File: src/hdl/tgcm_pkg.sv
// constants and types of the touch grid calibration mapper
package tgcm_pkg;
    localparam int GRID_COLS  = 9;
    localparam int GRID_ROWS  = 7;
    localparam int CELL_SCALE = 40;
    localparam int DATA_W     = 16;
    localparam int COL_W      = 4;
    localparam int ROW_W      = 3;
    localparam int DEPTH      = GRID_COLS * GRID_ROWS;
    localparam int ADDR_W     = $clog2(DEPTH);
    localparam int COLC_W     = $clog2(GRID_COLS);
    localparam int ROWC_W     = $clog2(GRID_ROWS);
    localparam int SUMX_W     = DATA_W + $clog2(GRID_ROWS);
    localparam int SUMY_W     = DATA_W + $clog2(GRID_COLS);
    localparam int MAXDIM     = (GRID_COLS > GRID_ROWS) ? GRID_COLS : GRID_ROWS;
    localparam int T_W        = DATA_W + $clog2(MAXDIM) + 1;
    localparam int NUM_W      = DATA_W + $clog2(MAXDIM) + $clog2(CELL_SCALE + 1);
    localparam int CNT_W      = $clog2(NUM_W + 1);
    localparam int TOP_X      = CELL_SCALE * (GRID_COLS - 1);
    localparam int TOP_Y      = CELL_SCALE * (GRID_ROWS - 1);
    localparam int SX_W       = $clog2(TOP_X + 1);
    localparam int SY_W       = $clog2(TOP_Y + 1);

    typedef enum logic [3:0] {
        ST_IDLE,
        ST_SUM,
        ST_ROWSEL,
        ST_FETCHA,
        ST_FETCHB,
        ST_FETCHC,
        ST_PREP,
        ST_LDX,
        ST_DIVX,
        ST_ENDX,
        ST_LDY,
        ST_DIVY,
        ST_ENDY,
        ST_DONE
    } state_t;
endpackage

File: src/hdl/tgcm_ram.sv
// generic simple dual port ram with registered read
module tgcm_ram #(
    parameter int WIDTH = 16,
    parameter int DEPTH = 64
) (
    input  logic                     clk,
    input  logic                     we,
    input  logic [$clog2(DEPTH)-1:0] waddr,
    input  logic [WIDTH-1:0]         wdata,
    input  logic [$clog2(DEPTH)-1:0] raddr,
    output logic [WIDTH-1:0]         rdata
);
    logic [WIDTH-1:0] mem [DEPTH];

    always_ff @(posedge clk)
    begin
        if (we)
        begin
            mem[waddr] <= wdata;
        end
        rdata <= mem[raddr];
    end
endmodule

File: src/hdl/touch_grid_calibration_mapper.sv
// touch grid calibration mapper top level
// Load items write one raw reference point into the x and y reference RAMs and do not
// stall the input; every grid point must be loaded before a map item reads it. A map item
// stalls the input from its transfer until its result enters the output register. The
// column and row averages come from one serial scan of both RAMs, one entry per cycle,
// then four reads fetch the selected cell corners and one bit-serial divider, shared by the
// x and y axes, produces one quotient bit per cycle; an axis whose cell has zero width skips
// its division. A new item is taken only after the previous map result has been placed in
// the output register; that register may still be waiting for the sink, whose stalls then
// hold the map result back and so lengthen the input stall.
module touch_grid_calibration_mapper (
    input  logic                         clk,
    input  logic                         rst_n,
    input  logic                         in_valid,
    output logic                         in_stall,
    input  logic                         kind,
    input  logic [tgcm_pkg::COL_W-1:0]   grid_col,
    input  logic [tgcm_pkg::ROW_W-1:0]   grid_row,
    input  logic [tgcm_pkg::DATA_W-1:0]  raw_x,
    input  logic [tgcm_pkg::DATA_W-1:0]  raw_y,
    output logic                         out_valid,
    input  logic                         out_stall,
    output logic [tgcm_pkg::SX_W-1:0]    screen_x,
    output logic [tgcm_pkg::SY_W-1:0]    screen_y,
    output logic                         degenerate
);
    import tgcm_pkg::*;

    state_t                    state_reg, state_next;
    logic [COLC_W-1:0]         col_reg, col_next, col_d_reg, col_d_next;
    logic [ROWC_W-1:0]         row_reg, row_next, row_d_reg, row_d_next;
    logic [ADDR_W-1:0]         addr_reg, addr_next;
    logic                      iss_done_reg, iss_done_next;
    logic                      rd_v_reg, rd_v_next;
    logic [SUMX_W-1:0]         accx_reg, accx_next;
    logic [SUMY_W-1:0]         accy_reg [GRID_ROWS];
    logic [SUMY_W-1:0]         accy_next [GRID_ROWS];
    logic [COLC_W-1:0]         ci_reg, ci_next;
    logic [ROWC_W-1:0]         rj_reg, rj_next;
    logic [DATA_W-1:0]         sx_reg, sx_next, sy_reg, sy_next;
    logic [ADDR_W-1:0]         base_reg, base_next;
    logic [DATA_W-1:0]         xa_reg, xa_next, ya_reg, ya_next;
    logic [DATA_W-1:0]         xb_reg, xb_next, yb_reg, yb_next;
    logic signed [DATA_W:0]    dx_reg, dx_next, dy_reg, dy_next;
    logic signed [T_W-1:0]     tx_reg, tx_next, ty_reg, ty_next;
    logic [NUM_W-1:0]          q_reg, q_next;
    logic [DATA_W-1:0]         rem_reg, rem_next, den_reg, den_next;
    logic                      neg_reg, neg_next;
    logic [CNT_W-1:0]          cnt_reg, cnt_next;
    logic [SX_W-1:0]           ox_reg, ox_next;
    logic [SY_W-1:0]           oy_reg, oy_next;
    logic                      degen_reg, degen_next;
    logic                      out_valid_reg, out_valid_next;
    logic [SX_W-1:0]           sxo_reg, sxo_next;
    logic [SY_W-1:0]           syo_reg, syo_next;
    logic                      dgo_reg, dgo_next;

    logic                      we;
    logic [ADDR_W-1:0]         waddr, raddr_x, raddr_y;
    logic [DATA_W-1:0]         rdata_x, rdata_y;

    logic [SUMX_W-1:0]         sumx_full, thr_x;
    logic [SUMY_W-1:0]         sumy_full, thr_y;
    logic [ROWC_W-1:0]         rj_sel;
    logic signed [DATA_W:0]    dcx, dcy;
    logic [DATA_W:0]           rem_sh, diff;
    logic                      ge;
    logic [T_W-1:0]            tmag;
    logic [NUM_W-1:0]          qsat;

    tgcm_ram #(.WIDTH(DATA_W), .DEPTH(DEPTH)) u_ram_x (
        .clk   (clk),
        .we    (we),
        .waddr (waddr),
        .wdata (raw_x),
        .raddr (raddr_x),
        .rdata (rdata_x)
    );

    tgcm_ram #(.WIDTH(DATA_W), .DEPTH(DEPTH)) u_ram_y (
        .clk   (clk),
        .we    (we),
        .waddr (waddr),
        .wdata (raw_y),
        .raddr (raddr_y),
        .rdata (rdata_y)
    );

    assign in_stall   = (state_reg != ST_IDLE);
    assign out_valid  = out_valid_reg;
    assign screen_x   = sxo_reg;
    assign screen_y   = syo_reg;
    assign degenerate = dgo_reg;

    assign waddr = ADDR_W'(int'(grid_col) * GRID_ROWS + int'(grid_row));
    assign we    = in_valid && !in_stall && !kind
                   && (int'(grid_col) < GRID_COLS) && (int'(grid_row) < GRID_ROWS);

    // avg <= s  is the same as  sum <= n*s + n-1, so no divider is needed
    assign thr_x = SUMX_W'(GRID_ROWS * int'(sx_reg) + GRID_ROWS - 1);
    assign thr_y = SUMY_W'(GRID_COLS * int'(sy_reg) + GRID_COLS - 1);
    assign sumx_full = ((row_d_reg == '0) ? '0 : accx_reg) + SUMX_W'(rdata_x);
    assign sumy_full = ((col_d_reg == '0) ? '0 : accy_reg[row_d_reg]) + SUMY_W'(rdata_y);

    always_comb
    begin
        rj_sel = '0;
        for (int r = 0; r < GRID_ROWS - 1; r++)
        begin
            if (accy_reg[r] <= thr_y)
            begin
                rj_sel = ROWC_W'(r);
            end
        end
    end

    assign dcx = $signed({1'b0, xb_reg}) - $signed({1'b0, xa_reg});
    assign dcy = $signed({1'b0, yb_reg}) - $signed({1'b0, ya_reg});

    // one restoring division step
    assign rem_sh = {rem_reg, q_reg[NUM_W-1]};
    assign diff   = rem_sh - {1'b0, den_reg};
    assign ge     = (rem_sh >= {1'b0, den_reg});

    // negative quotients clamp to zero, large ones to the top edge
    always_comb
    begin
        if (state_reg == ST_ENDX)
        begin
            qsat = (q_reg > NUM_W'(TOP_X)) ? NUM_W'(TOP_X) : q_reg;
        end
        else
        begin
            qsat = (q_reg > NUM_W'(TOP_Y)) ? NUM_W'(TOP_Y) : q_reg;
        end
        if (neg_reg)
        begin
            qsat = '0;
        end
    end

    always_comb
    begin
        state_next     = state_reg;
        col_next       = col_reg;
        row_next       = row_reg;
        col_d_next     = col_d_reg;
        row_d_next     = row_d_reg;
        addr_next      = addr_reg;
        iss_done_next  = iss_done_reg;
        rd_v_next      = 1'b0;
        accx_next      = accx_reg;
        accy_next      = accy_reg;
        ci_next        = ci_reg;
        rj_next        = rj_reg;
        sx_next        = sx_reg;
        sy_next        = sy_reg;
        base_next      = base_reg;
        xa_next        = xa_reg;
        ya_next        = ya_reg;
        xb_next        = xb_reg;
        yb_next        = yb_reg;
        dx_next        = dx_reg;
        dy_next        = dy_reg;
        tx_next        = tx_reg;
        ty_next        = ty_reg;
        q_next         = q_reg;
        rem_next       = rem_reg;
        den_next       = den_reg;
        neg_next       = neg_reg;
        cnt_next       = cnt_reg;
        ox_next        = ox_reg;
        oy_next        = oy_reg;
        degen_next     = degen_reg;
        sxo_next       = sxo_reg;
        syo_next       = syo_reg;
        dgo_next       = dgo_reg;
        out_valid_next = out_valid_reg && out_stall;
        raddr_x        = addr_reg;
        raddr_y        = addr_reg;
        tmag           = '0;

        unique case (state_reg)
            ST_IDLE:
            begin
                if (in_valid && kind)
                begin
                    sx_next       = raw_x;
                    sy_next       = raw_y;
                    col_next      = '0;
                    row_next      = '0;
                    addr_next     = '0;
                    iss_done_next = 1'b0;
                    ci_next       = '0;
                    degen_next    = 1'b0;
                    state_next    = ST_SUM;
                end
            end
            ST_SUM:
            begin
                if (!iss_done_reg)
                begin
                    rd_v_next  = 1'b1;
                    col_d_next = col_reg;
                    row_d_next = row_reg;
                    addr_next  = addr_reg + 1'b1;
                    if (row_reg == ROWC_W'(GRID_ROWS - 1))
                    begin
                        row_next = '0;
                        if (col_reg == COLC_W'(GRID_COLS - 1))
                        begin
                            iss_done_next = 1'b1;
                        end
                        else
                        begin
                            col_next = col_reg + 1'b1;
                        end
                    end
                    else
                    begin
                        row_next = row_reg + 1'b1;
                    end
                end
                if (rd_v_reg)
                begin
                    accx_next = sumx_full;
                    accy_next[row_d_reg] = sumy_full;
                    if (row_d_reg == ROWC_W'(GRID_ROWS - 1)
                        && col_d_reg != COLC_W'(GRID_COLS - 1) && sumx_full <= thr_x)
                    begin
                        ci_next = col_d_reg;
                    end
                    if (row_d_reg == ROWC_W'(GRID_ROWS - 1)
                        && col_d_reg == COLC_W'(GRID_COLS - 1))
                    begin
                        state_next = ST_ROWSEL;
                    end
                end
            end
            ST_ROWSEL:
            begin
                rj_next    = rj_sel;
                base_next  = ADDR_W'(int'(ci_reg) * GRID_ROWS + int'(rj_sel));
                state_next = ST_FETCHA;
            end
            ST_FETCHA:
            begin
                raddr_x    = base_reg;
                raddr_y    = base_reg;
                state_next = ST_FETCHB;
            end
            ST_FETCHB:
            begin
                raddr_x    = base_reg + ADDR_W'(GRID_ROWS);
                raddr_y    = base_reg + 1'b1;
                xa_next    = rdata_x;
                ya_next    = rdata_y;
                state_next = ST_FETCHC;
            end
            ST_FETCHC:
            begin
                xb_next    = rdata_x;
                yb_next    = rdata_y;
                state_next = ST_PREP;
            end
            ST_PREP:
            begin
                dx_next = dcx;
                dy_next = dcy;
                tx_next = T_W'(int'(ci_reg) * int'(dcx) + int'(sx_reg) - int'(xa_reg));
                ty_next = T_W'(int'(rj_reg) * int'(dcy) + int'(sy_reg) - int'(ya_reg));
                state_next = ST_LDX;
            end
            ST_LDX:
            begin
                if (dx_reg == '0)
                begin
                    degen_next = 1'b1;
                    ox_next    = SX_W'(CELL_SCALE * int'(ci_reg));
                    state_next = ST_LDY;
                end
                else
                begin
                    tmag       = tx_reg[T_W-1] ? T_W'(-tx_reg) : T_W'(tx_reg);
                    q_next     = NUM_W'(CELL_SCALE * int'(tmag));
                    rem_next   = '0;
                    den_next   = dx_reg[DATA_W] ? DATA_W'(-dx_reg) : DATA_W'(dx_reg);
                    neg_next   = tx_reg[T_W-1] ^ dx_reg[DATA_W];
                    cnt_next   = '0;
                    state_next = ST_DIVX;
                end
            end
            ST_DIVX, ST_DIVY:
            begin
                rem_next = ge ? diff[DATA_W-1:0] : rem_sh[DATA_W-1:0];
                q_next   = {q_reg[NUM_W-2:0], ge};
                cnt_next = cnt_reg + 1'b1;
                if (cnt_reg == CNT_W'(NUM_W - 1))
                begin
                    state_next = (state_reg == ST_DIVX) ? ST_ENDX : ST_ENDY;
                end
            end
            ST_ENDX:
            begin
                ox_next    = SX_W'(qsat);
                state_next = ST_LDY;
            end
            ST_LDY:
            begin
                if (dy_reg == '0)
                begin
                    degen_next = 1'b1;
                    oy_next    = SY_W'(CELL_SCALE * int'(rj_reg));
                    state_next = ST_DONE;
                end
                else
                begin
                    tmag       = ty_reg[T_W-1] ? T_W'(-ty_reg) : T_W'(ty_reg);
                    q_next     = NUM_W'(CELL_SCALE * int'(tmag));
                    rem_next   = '0;
                    den_next   = dy_reg[DATA_W] ? DATA_W'(-dy_reg) : DATA_W'(dy_reg);
                    neg_next   = ty_reg[T_W-1] ^ dy_reg[DATA_W];
                    cnt_next   = '0;
                    state_next = ST_DIVY;
                end
            end
            ST_ENDY:
            begin
                oy_next    = SY_W'(qsat);
                state_next = ST_DONE;
            end
            ST_DONE:
            begin
                if (!out_valid_reg || !out_stall)
                begin
                    sxo_next       = ox_reg;
                    syo_next       = oy_reg;
                    dgo_next       = degen_reg;
                    out_valid_next = 1'b1;
                    state_next     = ST_IDLE;
                end
            end
            default:
            begin
                state_next = ST_IDLE;
            end
        endcase
    end

    always_ff @(posedge clk or negedge rst_n)
    begin
        if (!rst_n)
        begin
            state_reg     <= ST_IDLE;
            col_reg       <= '0;
            row_reg       <= '0;
            addr_reg      <= '0;
            iss_done_reg  <= 1'b0;
            rd_v_reg      <= 1'b0;
            cnt_reg       <= '0;
            out_valid_reg <= 1'b0;
        end
        else
        begin
            state_reg     <= state_next;
            col_reg       <= col_next;
            row_reg       <= row_next;
            addr_reg      <= addr_next;
            iss_done_reg  <= iss_done_next;
            rd_v_reg      <= rd_v_next;
            cnt_reg       <= cnt_next;
            out_valid_reg <= out_valid_next;
        end
    end

    always_ff @(posedge clk)
    begin
        col_d_reg <= col_d_next;
        row_d_reg <= row_d_next;
        accx_reg  <= accx_next;
        accy_reg  <= accy_next;
        ci_reg    <= ci_next;
        rj_reg    <= rj_next;
        sx_reg    <= sx_next;
        sy_reg    <= sy_next;
        base_reg  <= base_next;
        xa_reg    <= xa_next;
        ya_reg    <= ya_next;
        xb_reg    <= xb_next;
        yb_reg    <= yb_next;
        dx_reg    <= dx_next;
        dy_reg    <= dy_next;
        tx_reg    <= tx_next;
        ty_reg    <= ty_next;
        q_reg     <= q_next;
        rem_reg   <= rem_next;
        den_reg   <= den_next;
        neg_reg   <= neg_next;
        ox_reg    <= ox_next;
        oy_reg    <= oy_next;
        degen_reg <= degen_next;
        sxo_reg   <= sxo_next;
        syo_reg   <= syo_next;
        dgo_reg   <= dgo_next;
    end
endmodule

File: config.mk
export PLATFORM = sky130hd
export DESIGN_NAME = touch_grid_calibration_mapper
export DESIGN_NICKNAME = d
export VERILOG_FILES = /design/src/hdl/tgcm_pkg.sv /design/src/hdl/tgcm_ram.sv /design/src/hdl/touch_grid_calibration_mapper.sv
export SDC_FILE = /design/constraint.sdc
export NUM_CORES = 2
export LEC_CHECK = 0
export ABC_AREA = 1
export BUFFER_PORTS_ARGS = -buffer_cell sky130_fd_sc_hd__buf_2
export CAP_MARGIN = 20
export CORE_ASPECT_RATIO = 0.5
export CORE_MARGIN = 3
export CORE_UTILIZATION = 50
export CTS_CLUSTER_DIAMETER = 80
export DETAILED_ROUTE_END_ITERATION = 10
export PLACE_DENSITY = 0.65
export SKIP_LAST_GASP = 1
export SYNTH_ARGS = -nofsm -noshare
export SYNTH_HDL_FRONTEND = slang
export SYNTH_SLANG_ARGS = --single-unit
File: constraint.sdc
create_clock -name clk -period 8.5 [get_ports clk]
set_input_delay 0.425 -clock clk [delete_from_list [all_inputs] [get_ports clk]]
set_output_delay 0.425 -clock clk [all_outputs]
set_load 0.005 [all_outputs]
== Word-level counts from Yosys, hierarchy flattened ==
Memory sizes are Yosys's and may differ from the RTL's. A register that Yosys moved wholly into a read port is not among the register bits.
Index checks and enable logic that the tools add are counted.
Word-level totals
  input bits: 44
  RAM bits: 2016
  output and inout bits: 20
  logic and storage cells: 250
  memories kept: 2
  register bits after elaboration: 471
Memory list
  u_ram_x.mem: words 63, bits a word 16, rd ports 1, clocked after Yosys merged registers in 1, wr ports 1, line tgcm_ram.sv:13  | logic [WIDTH-1:0] mem [DEPTH];
  u_ram_y.mem: words 63, bits a word 16, rd ports 1, clocked after Yosys merged registers in 1, wr ports 1, line tgcm_ram.sv:13
Cells by class
  bitwise gates (word level): 4
  $add $sub $neg: 25
  order comparisons: 13
  reduce and logical (&&, ||, !) cells: 42
  $mul: 10
  mux-type cells: 81
  equal/unequal tests: 32
Operators by type and width (number)
  $bwmux 140: 1
  $mux 16: 7
  $le 20x20->1: 5
  $mux 20: 4
  $pmux 26 s3: 1
  $bmux 20 s3: 1
  $demux 20 s3: 1
  $mux 26: 2
  $pmux 4 s13: 1
  $pmux 16 s3: 1
  $mul 3x21->23 const A: 2
  $mux 9: 5
  $mux 4: 11
  $add 21x17->21: 2
  $mux 21: 2
  $neg 21->21: 2
  $sub 21x17->21: 2
  $pmux 6 s2: 3
  $logic_not 17->1: 2
  $sub 16x16->17: 2
  $eq 4x4->1 const B: 8
  $neg 16->16: 2
  $pmux 16 s2: 1
  $gt 26x8->1 const B: 1
  other kinds (64): 138

== Longest topological paths before layout ==
  depth in word-level cells: 10
  mapped depth: 34
  gate-level depth less buffers: 34

== Cells and area by module ==
A second synthesis with hierarchy kept.
Unflattened totals
  cell total of the unflattened synthesis: 10880
  area, all modules: 119005.4 µm²
Modules (own cells, without submodules)
  tgcm_ram at u_ram_x: instances 1, sequential area each 30589.3 µm², area an instance 41220.8 µm², cells each 3484
  tgcm_ram at u_ram_y: instances 1, sequential area each 30589.3 µm², area an instance 41172.0 µm², cells each 3465
  touch_grid_calibration_mapper: instances 1, sequential area each 14018.4 µm², area an instance 36612.6 µm², cells each 3931

== Worst setup path after synthesis ==
No wires, ideal clock.
  path kind: reg2reg
  start point: register xb_reg[0]
  end point: register tx_reg[18], data pin
  data required time: 8.238 ns
  cell stages (with the launch flop): 30
  period minus slack after synthesis: 5.723 ns
  data arrival time: 5.460 ns
  path buffers: 0
  library setup time: 0.262 ns
  path slack: 2.777 ns
  cells stage by stage: edfxtp_1 inv_1 ha_1 inv_1 fa_1 a21oi_1 o21ai_0 nand2_1 nand2_1 a21oi_1 or2_2 nand2_1 inv_1 nand2_1 fa_1 inv_1 fa_1 fa_1 fa_1 ha_1 nand2_1 nor3_1 nand2_1 nand2_1 a21oi_1 o21ai_0 a21boi_0 o21ai_0 a21oi_1 xor2_1
On the way
  longest elaborated chain between the ends: 4
Ends and longest elaborated chain
  start: declaration: line touch_grid_calibration_mapper.sv:43  | logic [DATA_W-1:0] xb_reg, xb_next, yb_reg, yb_next;
  start signal: assignment: line touch_grid_calibration_mapper.sv:389  | xb_reg <= xb_next;
  $sub 16x16->17: line touch_grid_calibration_mapper.sv:117  | assign dcx = $signed({1'b0, xb_reg}) - $signed({1'b0, xa_reg});
  named net dcx[6]: line touch_grid_calibration_mapper.sv:65  | logic signed [DATA_W:0] dcx, dcy;
  $mul 5x17->21: line touch_grid_calibration_mapper.sv:270  | tx_next = T_W'(int'(ci_reg) * int'(dcx) + int'(sx_reg) - int'(xa_reg));
  $add 21x17->21: line touch_grid_calibration_mapper.sv:270
  $sub 21x17->21: line touch_grid_calibration_mapper.sv:270
  end signal: assignment: line touch_grid_calibration_mapper.sv:393  | tx_reg <= tx_next;
  end: declaration: line touch_grid_calibration_mapper.sv:45  | logic signed [T_W-1:0] tx_reg, tx_next, ty_reg, ty_next;
The timed path passes the listed nets, and every way through them passes these cells.
A chain may end at the register's enable or synchronous reset.

== Final worst setup path ==
  start point: register xa_reg[2]
  end point: register tx_reg[19], data pin
On the way
  longest elaborated chain between the ends: 4
Ends and longest elaborated chain
  start: declaration: line touch_grid_calibration_mapper.sv:42  | logic [DATA_W-1:0] xa_reg, xa_next, ya_reg, ya_next;
  start signal: assignment: line touch_grid_calibration_mapper.sv:387  | xa_reg <= xa_next;
  $sub 16x16->17: line touch_grid_calibration_mapper.sv:117
  named net dcx[15]: line touch_grid_calibration_mapper.sv:65
  $mul 5x17->21: line touch_grid_calibration_mapper.sv:270
  $add 21x17->21: line touch_grid_calibration_mapper.sv:270
  $sub 21x17->21: line touch_grid_calibration_mapper.sv:270
The timed path passes the listed nets, and every way through them passes these cells.

==> results.md <==
Worst setup path:
- The slowest cell on the critical path is sky130_fd_sc_hd__fa_1.
- The classification of the worst setup path is flip-flop to flip-flop.
- The stage delay of the slowest cell on the critical path is 0.57 ns.
- The type of element capturing the critical path is a flip-flop.
- In this design, the critical path's most frequently occurring cell is sky130_fd_sc_hd__nand2_1.
- The largest fanout on the critical path is 4.
- The worst setup path is launched from a flip-flop.
- The data arrival time at the worst-slack endpoint is 6.91 ns.
- Data on the critical path is required at its endpoint by 9.04 ns.

Logic synthesis:
- The flop and latch count out of synthesis is 2,519.
- The number of nets in the synthesized netlist is 10,300.
- Synthesis handed over a netlist of 9,642 instances.
- The number of warnings printed during yosys synthesis is 0.
- The combined area of all synthesized cells is 118,000 sq um.
- Sequential cells were found to cover 63.8% of the synthesized design area.
- The number of distinct standard cells referenced by the synthesized netlist is 71.
- The number of enable-type register cells in the synthesized netlist is 2,462.
- The top flip-flop cell by instance count after synthesis is sky130_fd_sc_hd__edfxtp_1.
- The average footprint of a synthesized cell is 12.2 sq um.
- The async set-reset flop share out of synthesis is 0.992%.

CTS:
- The clock passes through at most 4 buffers.
- The clock transition at the registers of the reported paths is 0.07 ns.
- The H-tree was split into 4 levels.
- The later pin in the worst-skew pair is clocked with a latency of 0.90 ns.
- The number of buffers added by the clock tree synthesis step is 226.
- The total clock sinks is 2,519.
- The TritonCTS clock tree is yes.
- In this run the clock root is driven by a sky130_fd_sc_hd__clkbuf_16.
- The number of buffers inserted to repair setup after CTS is 0.

Route:
- The post-detailed-route count of antenna-violating nets is 0.
- Wires add up to 320 mm.
- The remaining design rule violation count is 0.
- For this block, the initial DRC count from the detailed router was 8,935.
- The routed wire length per instance is 24.8 microns.
- Using the TritonRoute via totals, the vias-per-cell ratio works out to 5.98.
- The number of iterations in the first detailed-routing pass is 7.
- The count of vias placed by the detailed router is 77,200.

Placed design:
- The count of input and output buffers is 63.
- The post-detailed-placement half-perimeter wirelength is 185 mm.
- The placed instance area is 122,000 sq um.
- The global placer's final weighted congestion is 0.885.
- Before CTS, the worst setup slack after placement is 2.21 ns.

Pwr:
- The total power divided by cell area is 186 nW/um^2.
- Registers are responsible for 56.8% of the overall power.
- Net switching is 20.1% of the power.
- The part of the total power dissipated in the clock network is 41.7%.
- The switching power is 4.79 mW.
- The leakage power of the design is 44.8 nW.
- Internal power comes to 19.1 mW.
- Across the VDD grid, the largest voltage drop is 0.191 mV.
- Combinational logic burns 1.5% of the power.

Floorplan:
- The floorplan has 125 rows.
- The die is 692 microns wide.
- The count of boundary I/O pins is 64.
- For this configuration, the core starts out at a cell density of 50.5%.
- The placeable core region is 233,000 sq um.
- The die area is 242,000 sq um.
- The die span in y is 349 microns.

Timing:
- The number of endpoints with negative hold slack in the final report came to 0.
- The final sum of negative setup slack is 0 ns.
- The post-layout worst setup margin is 2.12 ns.
- The post-layout minimum cycle time is 6.38 ns.
- Setup violations remaining at the end of the flow were counted as 0.
- The part of the cycle the worst path needs is 75.0%.
- The tightest hold margin is 0.219 ns.
- The final max-slew violation count is 0.
- The clock arrives with 0.0965 ns of skew.
- The worst slew slack as a fraction of its limit is 18.9%.
- The actual slew at the worst max-slew pin is 1.22 ns.
- The fmax is 157 MHz.
- Setup repair after global routing left no endpoint under its margin.

Worst hold path:
- The tightest min-delay check is of the primary input to asynchronous set/reset pin type.

Outcome:
- The run finished with clean final reports.

GRT:
- The global-route wire length before repair is 474 mm.
- The number of global-route vias before repair was 73,500.
- Entering global routing, the biggest net connects 264 pins.
- Global routing used 26.0% of the available tracks across all layers.
- The remaining global-route overflow is 0.
- The number of antenna violations at the first check in global routing is 8.

Run:
- Max-cap violations in this run came to 0.

Cells and area:
- The total of fill cells in the finished design is 19,000.
- The post-route netlist has 8.22% of its cells at a drive strength greater than 1.
- The number of nets in the final layout is 10,300.
- In the final layout, flip-flops and latches occupy 75,200 sq um.
- The summed area of non-filler cells in the final layout is 129,000 sq um.
- The top cell types in the final layout, fill and taps aside, are 2,462 x sky130_fd_sc_hd__edfxtp_1, 912 x sky130_fd_sc_hd__nand2_1, 804 x sky130_fd_sc_hd__o21ai_0, 787 x sky130_fd_sc_hd__nor2_1, 632 x sky130_fd_sc_hd__o211ai_1.
- Summing all multi-input logic gate instances after layout gives 38,200 sq um.
- Leaving out fill and tap cells, the most frequent cell in the layout is sky130_fd_sc_hd__edfxtp_1.
- Compared with the post-synthesis result, the final layout area differs by 9.14%.
==> final timing paths <==
check                                           endpoint  cells past startpoint  slack [ns]                start
min in group clk           u_ram_x.mem[58][14]$_DFFE_PP_                      2        0.23            raw_x[14]
max in group asynchronous         cnt_reg[1]$_DFFE_PN0P_                      2        7.82                rst_n
max                                 tx_reg[19]$_DFFE_PP_                     28        2.12  xa_reg[2]$_DFFE_PP_
min                              addr_reg[2]$_DFFE_PN0P_                      2        0.22                rst_n
max reg2reg                         tx_reg[19]$_DFFE_PP_                     28        2.12  xa_reg[2]$_DFFE_PP_
min reg2reg                        screen_y[4]$_DFFE_PP_                      0        0.42  oy_reg[4]$_DFFE_PP_
==> worst max-delay path: cells and delay by family, from the launching register on <==
| kind | cells | cell delay [ns] |
|---|---|---|
| AND/OR/NAND/NOR | 13 | 1.50 |
| AO/OA/AOI/OAI | 5 | 1.24 |
| XOR/XNOR | 1 | 0.06 |
| adder cells (fa/ha/maj) | 6 | 2.65 |
| buffers and inverters | 3 | 0.28 |
| flip-flops | 1 | 0.36 |
==> per-stage QoR <==
step | cells | total power, mW | utilization [%]
CTS | 12900 | 24.0 | 55.1
detailed placement | 12500 | 14.2 | 52.1
finish | 12900 | 23.9 | 55.1
global route | 12900 | 24.5 | 55.1
global placement | 12500 | 14.2 | 52.1
floorplan | 9642 | 13.9 | -
==> cell families (layout without fill, tap and decap cells) <==
kind of cell	after synthesis	in the layout	share of synthesized area (%)
other	0	3	0
muxes	1	1	0.00850
adders and majority gates	609	609	7.44
DFF	2519	2519	63.8
buffers and inverters	1126	1280	4.24
and+or+nand+nor	2766	2766	10.5
xor gates and xnor gates	187	187	1.39
AOI/OAI and AO/OA	2434	2434	12.6
==> cells in the mapped netlist (all sizes together) (16+ instances only) <==
master  number  area [sq um]
or2        460          2880
nor4        16           100
buf        264          1710
clkbuf     213           832
ha         457          5720
xor2       122          1070
fa         152          3040
o22ai      187          1180
nor2       865          3260
a31oi       34           213
o221ai      75           657
o211ai     659          5080
dfxtp       32           641
nand2      920          3490
nand3      367          1840
dfrtp       25           626
edfxtp    2462         73900
xnor2       65           569
nor3        71           367
o21ai     1017          5100
inv        642          2420
nand4       41           257
a21oi      369          1850
==> power by group through the flow <==
| stage | registers (mW) | clock network [mW] | logic, mW |
|---|---|---|---|
| final | 13.6 | 9.97 | 0.354 |
| after floorplan | 13.9 | 0 | 0.0672 |
| after global placement | 13.9 | 0 | 0.340 |
| after global routing | 13.6 | 10.6 | 0.376 |
| after detailed placement | 13.9 | 0 | 0.348 |
| after CTS | 13.6 | 10.1 | 0.350 |
==> routing by layer <==
metal,part of all wire (%),track usage [%],vias to the layer above
li1,-,-,35200
met1,44,38.7,38300
met2,44,39.7,3226
met3,9.6,4.78,428
met4,2.3,5.99,0
met5,0,0,-
==> area by class of cell <==
cell class | count | share of cell area (%)
diodes | 3 | 0.00584
clock buffers | 292 | 4.67
clock inverters | 104 | 0.740
inverters | 649 | 1.94
multi-input cells | 5997 | 29.7
flip-flops and latches | 2519 | 58.5
well taps | 3111 | 3.03
repair buffers | 235 | 1.39
==> repair_timing <==
item                      in CTS  in global routing
resized for setup              0                  0
hold endpoints to repair      27                  0
hold buffers                   2                  0
No activity file was read; power rests on OpenSTA's default activity.
